## src/rtl/core/ffa_pkg.sv

```systemverilog
// shared types and constants of the first-fit free list allocator
package ffa_pkg;

  localparam int ADDR_W           = 16;
  localparam int STORE_DEPTH      = 65536;
  localparam int DEF_HEAP_UNITS   = 65536;
  localparam int DEF_HEADER_UNITS = 2;

  localparam logic CMD_ALLOC = 1'b0;
  localparam logic CMD_FREE  = 1'b1;

  typedef enum logic [1:0] {
    ST_OK      = 2'd0,
    ST_NOMEM   = 2'd1,
    ST_ZERO    = 2'd2,
    ST_BADFREE = 2'd3
  } status_t;

  // one block header as held in the header memory
  typedef struct packed {
    logic              in_use;
    logic [ADDR_W-1:0] next;
    logic [ADDR_W-1:0] size;
  } hdr_t;

  // header memory access, one per cycle
  typedef struct packed {
    logic              we;
    logic [ADDR_W-1:0] addr;
    hdr_t              wdata;
  } ram_req_t;

  // one result item
  typedef struct packed {
    logic [ADDR_W-1:0] addr;
    status_t           status;
  } res_t;

endpackage

```

## src/rtl/core/ffa_seq.sv

```systemverilog
// command sequencer: clearing pass, list walk, split and unlink, free
module ffa_seq import ffa_pkg::*; #(
  parameter int HEAP_UNITS   = DEF_HEAP_UNITS,
  parameter int HEADER_UNITS = DEF_HEADER_UNITS
) (
  input  logic              clk,
  input  logic              rst_n,
  input  logic              cmd_valid,
  output logic              cmd_ready,
  input  logic              cmd_op,
  input  logic [ADDR_W-1:0] cmd_size,
  input  logic [ADDR_W-1:0] cmd_addr,
  output ram_req_t          ram_req,
  input  hdr_t              ram_rdata,
  output logic              res_valid,
  input  logic              res_ready,
  output res_t              res
);

  localparam int EFF_UNITS = (HEAP_UNITS > STORE_DEPTH) ? STORE_DEPTH : HEAP_UNITS;
  localparam logic [ADDR_W-1:0] HDR       = ADDR_W'(HEADER_UNITS);
  localparam logic [ADDR_W:0]   EFF_LIMIT = (ADDR_W + 1)'(EFF_UNITS);
  localparam logic [ADDR_W-1:0] RST_SIZE  = ADDR_W'(EFF_UNITS - HEADER_UNITS);

  typedef enum logic [2:0] {
    S_CLEAR, S_IDLE, S_ACHK, S_FCHK, S_WNH, S_WH, S_WPREV, S_RESP
  } state_t;

  state_t            state_r;
  logic [ADDR_W-1:0] clr_idx_r;
  logic [ADDR_W-1:0] head_r;
  logic [ADDR_W-1:0] req_r;
  logic [ADDR_W-1:0] addr_r;
  logic [ADDR_W-1:0] cur_r;
  logic [ADDR_W-1:0] prev_r;
  hdr_t              prev_word_r;
  logic [ADDR_W-1:0] guard_r;
  logic [ADDR_W-1:0] nh_r;
  logic              split_r;
  logic [ADDR_W-1:0] newnext_r;
  logic [ADDR_W-1:0] hsize_r;
  logic [ADDR_W-1:0] nsize_r;
  logic [ADDR_W-1:0] hnext_r;
  res_t              res_r;

  logic [ADDR_W-1:0] surplus;
  logic              split_c;
  logic [ADDR_W-1:0] nh_c;
  logic              fit_c;

  // header index of a payload link
  function automatic logic [ADDR_W-1:0] hdr_of(input logic [ADDR_W-1:0] link);
    hdr_of = link - HDR;
  endfunction

  assign fit_c   = (ram_rdata.size >= req_r);
  assign surplus = ram_rdata.size - req_r;
  assign split_c = (surplus > HDR);
  assign nh_c    = cur_r + req_r;

  assign cmd_ready = (state_r == S_IDLE);
  assign res_valid = (state_r == S_RESP);
  assign res       = res_r;

  always_comb begin
    ram_req = '0;
    case (state_r)
      S_CLEAR: begin
        ram_req.we   = 1'b1;
        ram_req.addr = clr_idx_r;
        if (clr_idx_r == '0) begin
          ram_req.wdata.size = RST_SIZE;
        end
      end
      S_IDLE: begin
        ram_req.addr = (cmd_op == CMD_FREE) ? hdr_of(cmd_addr) : hdr_of(head_r);
      end
      S_ACHK: begin
        ram_req.addr = hdr_of(ram_rdata.next);
      end
      S_FCHK: begin
        ram_req.we           = ram_rdata.in_use;
        ram_req.addr         = hdr_of(addr_r);
        ram_req.wdata.in_use = 1'b0;
        ram_req.wdata.next   = head_r;
        ram_req.wdata.size   = ram_rdata.size;
      end
      S_WNH: begin
        ram_req.we           = 1'b1;
        ram_req.addr         = nh_r;
        ram_req.wdata.in_use = 1'b0;
        // the predecessor may sit on the new remainder header
        ram_req.wdata.next   = (prev_r != '0 && hdr_of(prev_r) == nh_r) ? newnext_r : hnext_r;
        ram_req.wdata.size   = nsize_r;
      end
      S_WH: begin
        ram_req.we           = 1'b1;
        ram_req.addr         = hdr_of(cur_r);
        ram_req.wdata.in_use = 1'b1;
        ram_req.wdata.next   = '0;
        ram_req.wdata.size   = hsize_r;
      end
      S_WPREV: begin
        ram_req.we           = 1'b1;
        ram_req.addr         = hdr_of(prev_r);
        ram_req.wdata.in_use = prev_word_r.in_use;
        ram_req.wdata.next   = newnext_r;
        ram_req.wdata.size   = prev_word_r.size;
      end
      default: ram_req = '0;
    endcase
  end

  always_ff @(posedge clk) begin
    if (!rst_n) begin
      state_r   <= S_CLEAR;
      clr_idx_r <= '0;
      head_r    <= HDR;
    end else begin
      case (state_r)
        S_CLEAR: begin
          clr_idx_r <= clr_idx_r + 1'b1;
          if (clr_idx_r == '1) begin
            state_r <= S_IDLE;
          end
        end
        S_IDLE: begin
          if (cmd_valid) begin
            res_r.addr <= '0;
            if (cmd_op == CMD_FREE) begin
              addr_r <= cmd_addr;
              if (cmd_addr == '0) begin
                res_r.status <= ST_OK;
                state_r      <= S_RESP;
              end else if (cmd_addr < HDR || {1'b0, cmd_addr} >= EFF_LIMIT) begin
                res_r.status <= ST_BADFREE;
                state_r      <= S_RESP;
              end else begin
                state_r <= S_FCHK;
              end
            end else begin
              req_r   <= cmd_size;
              cur_r   <= head_r;
              prev_r  <= '0;
              guard_r <= '0;
              if (cmd_size == '0) begin
                res_r.status <= ST_ZERO;
                state_r      <= S_RESP;
              end else if (head_r == '0) begin
                res_r.status <= ST_NOMEM;
                state_r      <= S_RESP;
              end else begin
                state_r <= S_ACHK;
              end
            end
          end
        end
        S_ACHK: begin
          if (fit_c) begin
            split_r <= split_c;
            nh_r    <= nh_c;
            hnext_r <= ram_rdata.next;
            nsize_r <= surplus - HDR;
            if (split_c) begin
              newnext_r <= nh_c + HDR;
              hsize_r   <= req_r;
              state_r   <= S_WNH;
            end else begin
              newnext_r <= ram_rdata.next;
              hsize_r   <= ram_rdata.size;
              state_r   <= S_WH;
            end
          end else begin
            prev_r      <= cur_r;
            prev_word_r <= ram_rdata;
            cur_r       <= ram_rdata.next;
            guard_r     <= guard_r + 1'b1;
            // end of list, or a walk as long as the whole store
            if (ram_rdata.next == '0 || guard_r == '1) begin
              res_r.addr   <= '0;
              res_r.status <= ST_NOMEM;
              state_r      <= S_RESP;
            end
          end
        end
        S_WNH: begin
          state_r <= S_WH;
        end
        S_WH: begin
          res_r.addr   <= cur_r;
          res_r.status <= ST_OK;
          if (prev_r == '0) begin
            head_r  <= newnext_r;
            state_r <= S_RESP;
          end else if (prev_r == cur_r || (split_r && hdr_of(prev_r) == nh_r)) begin
            state_r <= S_RESP;
          end else begin
            state_r <= S_WPREV;
          end
        end
        S_WPREV: begin
          state_r <= S_RESP;
        end
        S_FCHK: begin
          if (ram_rdata.in_use) begin
            head_r       <= addr_r;
            res_r.status <= ST_OK;
          end else begin
            res_r.status <= ST_BADFREE;
          end
          state_r <= S_RESP;
        end
        S_RESP: begin
          if (res_ready) begin
            state_r <= S_IDLE;
          end
        end
        default: state_r <= S_CLEAR;
      endcase
    end
  end

endmodule

```

## config.mk

```make
export PLATFORM = sky130hd
export DESIGN_NAME = ffa_seq
export DESIGN_NICKNAME = d
export VERILOG_FILES = /design/src/rtl/core/ffa_pkg.sv /design/src/rtl/core/ffa_seq.sv
export SDC_FILE = /design/constraint.sdc
export NUM_CORES = 1
export LEC_CHECK = 0
export BUFFER_PORTS_ARGS = -buffer_cell sky130_fd_sc_hd__buf_2
export CELL_PAD_IN_SITES_DETAIL_PLACEMENT = 0
export CELL_PAD_IN_SITES_GLOBAL_PLACEMENT = 1
export CORE_MARGIN = 1.5
export CORE_UTILIZATION = 47
export DETAILED_ROUTE_END_ITERATION = 16
export GPL_TIMING_DRIVEN = 0
export HOLD_SLACK_MARGIN = 0.08
export PLACE_DENSITY = 0.78
export SLEW_MARGIN = 20
export SYNTH_ARGS = -nofsm -noshare
export SYNTH_HDL_FRONTEND = slang
export SYNTH_SLANG_ARGS = --single-unit
```

## constraint.sdc

```tcl
create_clock -name clk -period 7.5 [get_ports clk]
set_clock_uncertainty 0.15 [all_clocks]
set_input_delay 1.125 -clock clk [delete_from_list [all_inputs] [get_ports clk]]
set_output_delay 1.125 -clock clk [all_outputs]
set_load 0.01 [all_outputs]
```

Word level (Yosys, flattened, before mapping) --
Cells that the tools add are included.
Cells by class: div/mod/pow operators 0, $add $sub $neg 12, bitwise gates (word level) 2, magnitude comparators 3, equality and inequality tests 22, reductions and logical operators 27, multiply operators 0, shift operators 0, muxes and demuxes 47
Operators by type and width (number):
- 2-to-1 mux 16 bit | 14
- case mux 16 bit (2 select lines) | 4
- case mux 16 bit (7 select lines) | 1
- subtractor 16 x 2 -> 16 bit, second input constant | 7
- logical NOT 16 bit | 6
- case mux 16 bit (5 select lines) | 1
- case mux 17 bit (4 select lines) | 1
- 2-to-1 mux 18 bit | 3
- case mux 16 bit (3 select lines) | 1
- adder 16 x 1 -> 16 bit, second input constant | 2
- equality test 16 bit | 2
- equality test 16 bit, second input constant | 2
- 2-to-1 mux 3 bit | 10
- case mux 3 bit (7 select lines) | 1
- adder 16 bit | 1
- adder 16 x 2 -> 16 bit, second input constant | 1
- >= comparator 16 bit | 1
- greater-than comparator 16 x 2 -> 1 bit, second input constant | 1
- < comparator 16 x 2 -> 1 bit, second input constant | 1
- nonzero test 16 bit | 1
- subtractor 16 bit | 1
- != test 2 bit, second input constant | 7
- equality test 3 bit, second input constant | 4
- 2-to-1 mux 2 bit | 6
- 22 further kinds | 34
Storage, ports and cells: word-level logic and storage cells 131, input port bits 70, bits in latches 0, RAM bits 0, memory bits (read-only) 0, output and inout bits 70, memories kept 0, flip-flop bits (word level) 231

Depth between registers and ports, before layout --
depth after elaboration 7, gate-level depth with buffers 16, gate-level depth less buffers 14

Least setup slack after synthesis --
Ideal clock, no wire load.
path kind input to register, start in ram_rdata[0] in the netlist's numbering, end reg hnext_r[0], enable pin, arrival 6.285 ns, buffers on the path 0, stages on the path 11, slack 0.535 ns, data required time 6.820 ns, library setup time 0.530 ns, path through inv_1 > ha_1 > inv_1 > fa_1 > a21o_1 > a21oi_2 > o221ai_2 > o41ai_1 > a21o_1 > a21oi_1 > nor2b_1
Between the ends: longest elaborated chain between the ends 2
RTL lines:
- start, declared | line ffa_seq.sv:14 | input hdr_t ram_rdata,
- >= comparator 16 bit | line ffa_seq.sv:56 | assign fit_c = (ram_rdata.size >= req_r);
- AND reduction 3 bit (no line)
- end signal, assigned | line ffa_seq.sv:162 | hnext_r <= ram_rdata.next;
- end, declared | line ffa_seq.sv:43 | logic [ADDR_W-1:0] hnext_r;
No other way between the ends. A chain may end at the register's enable or synchronous reset.

==> results_dict.tcl <==
set metrics [dict create \
    p_leak_uw 0.006620 \
    yosysWarnings 0 \
    drt_iter0_markers 1436 \
    cp_data_required_time_ns 6.22 \
    ys_ff_latch 231 \
    holdPathEnd "clr_idx_r[1]$_SDFFE_PN0P_" \
    async_flop_share_pct 0 \
    post_cts_buffers 0 \
    cts_buffers 27 \
    ctsHoldBuffers 0 \
    setup_viol 0 \
    max_freq_mhz 175.2 \
    fin_crit_ns 5.707 \
    use_met2_pct 45.15 \
    finalSetupTns_ns 0 \
    worstRegToRegCells 11 \
    final_nets 1691 \
    syn-num-nets 1521 \
    cts.htree.levels 1 \
    synthTopCellsByArea "edfxtp_1 41%, xnor2_1 5.4%, dfxtp_1 4.9%" \
    fin_crit_sh_pct 76.10 \
    final_common_cell "edfxtp_1" \
    post_cts_resized 0 \
    powerDensity_nw_per_um2 175.9 \
    hold_viol 0 \
    maxCapViolCount 0 \
    use_met1_pct 45.31 \
    maxSlewViolCount 0 \
    die_w_um 177.6 \
    first_pass_iters 6 \
    fillers 2733 \
    drtAntennaViolNets 0 \
    grtUsageMet3_pct 6.662 \
    first_global_vias 11310 \
    synthCells 1409 \
    synth_largest_area_cell "edfxtp_1" \
    synth_edf_count 196 \
    ioPinCount 140 \
    clkLatencyLatePin_ns 0.56 \
    worstMarginPinSlew_ns 1.137 \
    yosys.area.top_type_share_pct 41.07 \
    syn_area_per_cell_sq_um 10.17 \
    drc 0 \
    die_y_um 177.6 \
    r2r_slack_ns 3.07 \
    wl_um 49320 \
    cp_max_fo 10 \
    arrival_ns 4.43 \
    end_kind "primary output" \
    drive_above_1_share_pct 15.20 \
    busiest_layer "met1" \
    cts_tree "yes" \
    grt_max_degree 49 \
    ir_drop_mv 0.1698 \
    synth.cell_area_sq_um 14330 \
    rsz0062_at_grt "no" \
    grt_usage_pct 31.19 \
    final_util_pct 55.31 \
    status "finished, final reports clean" \
    holdPathStages 2 \
    ys_types 76 \
    criticalPathCategory "flop to primary output" \
    clockBufferDepth 3 \
    cts.sinks 231 \
    worst_setup_path_start_kind "flop" \
    cts-root-buf "clkbuf_16" \
    via_per_inst 6.114 \
    timing.rr.start "cur_r[0]$_DFFE_PP_" \
    port_buffers 138 \
    ys_seq_area_share_pct 45.96 \
    dr_total_vias 12170 \
    area_growth_syn_to_layout_pct 15.00 \
    r2r_end "newnext_r[15]$_DFFE_PP_" \
    grt_pass1_wl_um 71890 \
    grt_overflow 0 \
    hpwl_um 37650 \
    layout_common_cells "196 x edfxtp_1, 140 x buf_2, 137 x nand2_1, 89 x xnor2_1, 87 x nor2_1" \
    antenna_found_initial 1 \
    place_congestion 0.9432 \
    die_area_sq_um 31550 \
    cts.reportedPaths.clkPinSlew_ns 0.06 \
    num_rows 63 \
    slew_headroom_pct 23.91 \
    synthFlopType "edfxtp_1" \
    min_from "clr_idx_r[1]$_SDFFE_PN0P_" \
    start_util_pct 48.10 \
    core-area_sq_um 29800 \
    worstHoldPathType "flop to flop" \
    wl_per_cell_um 24.78 \
]
-- cell families after synthesis --
group	Yosys count	share of synthesized area (%)
simple gates	526	18.73
compound gates	285	14.27
flops	231	45.96
xor+xnor	146	9.412
buf+inv	130	3.710
mux	49	4.147
fa+ha+maj	42	3.772
-- where the power goes --
part | internal [uW] | switching, uW
Clock | 765 | 554
Combinational | 70.6 | 123
Sequential | 1380 | 2.19
Total | 2220 | 679
-- flip-flops by register name, indices dropped and copies added, names as in the netlist, 16 cells and up --
signal       flops
prev_r          16
nh_r            16
hsize_r         16
req_r           16
head_r          16
newnext_r       16
clr_idx_r       16
cur_r           16
guard_r         16
res             18
hnext_r         16
nsize_r         16
addr_r          16
prev_word_r     17
-- per-stage QoR --
stage | std cells | instance area [sq um] | setup slack (ns) | power [uW] | hold WS (ns)
after floorplan | 1409 | 14330 | 0.5345 | 1513 | 0.3351
after global placement | 1937 | 15510 | -2.062 | 1600 | 0.3838
after detailed placement | 1940 | 15610 | 2.120 | 1601 | 0.3875
after CTS | 1989 | 16480 | 1.929 | 2905 | 0.4015
after global routing | 1989 | 16480 | 1.577 | 2971 | 0.4321
final | 1990 | 16480 | 1.793 | 2898 | 0.4079
-- worst max-delay path by stage --
stage	endpoint	slack, ns	start	cells after the start
after CTS	ram_req[48]	1.93	state_r[2]$_SDFFE_PN0P_	15
after global placement	hnext_r[14]$_DFFE_PP_	-2.06	ram_rdata[0]	12
after detailed placement	res[15]$_SDFFCE_PN0P_	2.12	ram_rdata[0]	13
after global routing	ram_req[48]	1.58	state_r[2]$_SDFFE_PN0P_	15
after floorplan	hnext_r[0]$_DFFE_PP_	0.53	ram_rdata[0]	11
final	ram_req[48]	1.79	state_r[2]$_SDFFE_PN0P_	15
-- layout make-up --
type                            count  area [sq um]  area share [%]
Antenna cell                        1         2.502         0.01518
Buffer                             72         314.1           1.906
Clock buffer                       32         694.4           4.213
Clock inverter                     17         176.4           1.070
Inverter                           58         217.7           1.321
Multi-Input combinational cell   1048          7243           43.95
Sequential cell                   231          6586           39.96
Tap cell                          390         488.0           2.961
Timing Repair Buffer              141         758.2           4.601
-- critical path, cell delays in order (launching register included) --
cell       delay [ns]
dfxtp_1          0.41
nand2b_1         0.13
clkbuf_1         0.41
a21oi_1          0.29
clkbuf_1         0.31
a2bb2oi_1        0.22
inv_1            0.09
ha_1             0.20
o221ai_1         0.16
nor4_1           0.39
and3b_1          0.25
and3b_1          0.24
nand3_1          0.13
xnor2_1          0.19
o221ai_1         0.25
buf_2            0.19
-- per-layer routing --
metal	share of wire (%)	wire length [um]
met1	43	21320
met2	43	20960
met3	11	5215
met4	3.7	1826
met5	0	0
-- synth_stat cells (6+ instances only) --
cell	instances
nor2b_1	12
mux2_4	17
nor3b_1	7
a22oi_1	34
o211a_1	16
nand2_1	137
xor2_1	52
nand3_1	56
a21o_1	10
o22ai_1	20
o21ai_0	43
clkbuf_1	60
nor3_1	31
dfxtp_1	35
inv_1	57
nand4_1	23
o221ai_1	16
and2_1	19
a221oi_1	6
xnor2_1	89
nand2b_1	9
and3_1	63
o211ai_1	10
or3_1	19
ha_1	40
o21a_1	8
nor4_1	26
nor2_1	90
or2_2	9
a221o_1	19
mux2_2	15
a21oi_1	52
edfxtp_1	196
mux2i_1	17
(Power assumes the default switching activity.)
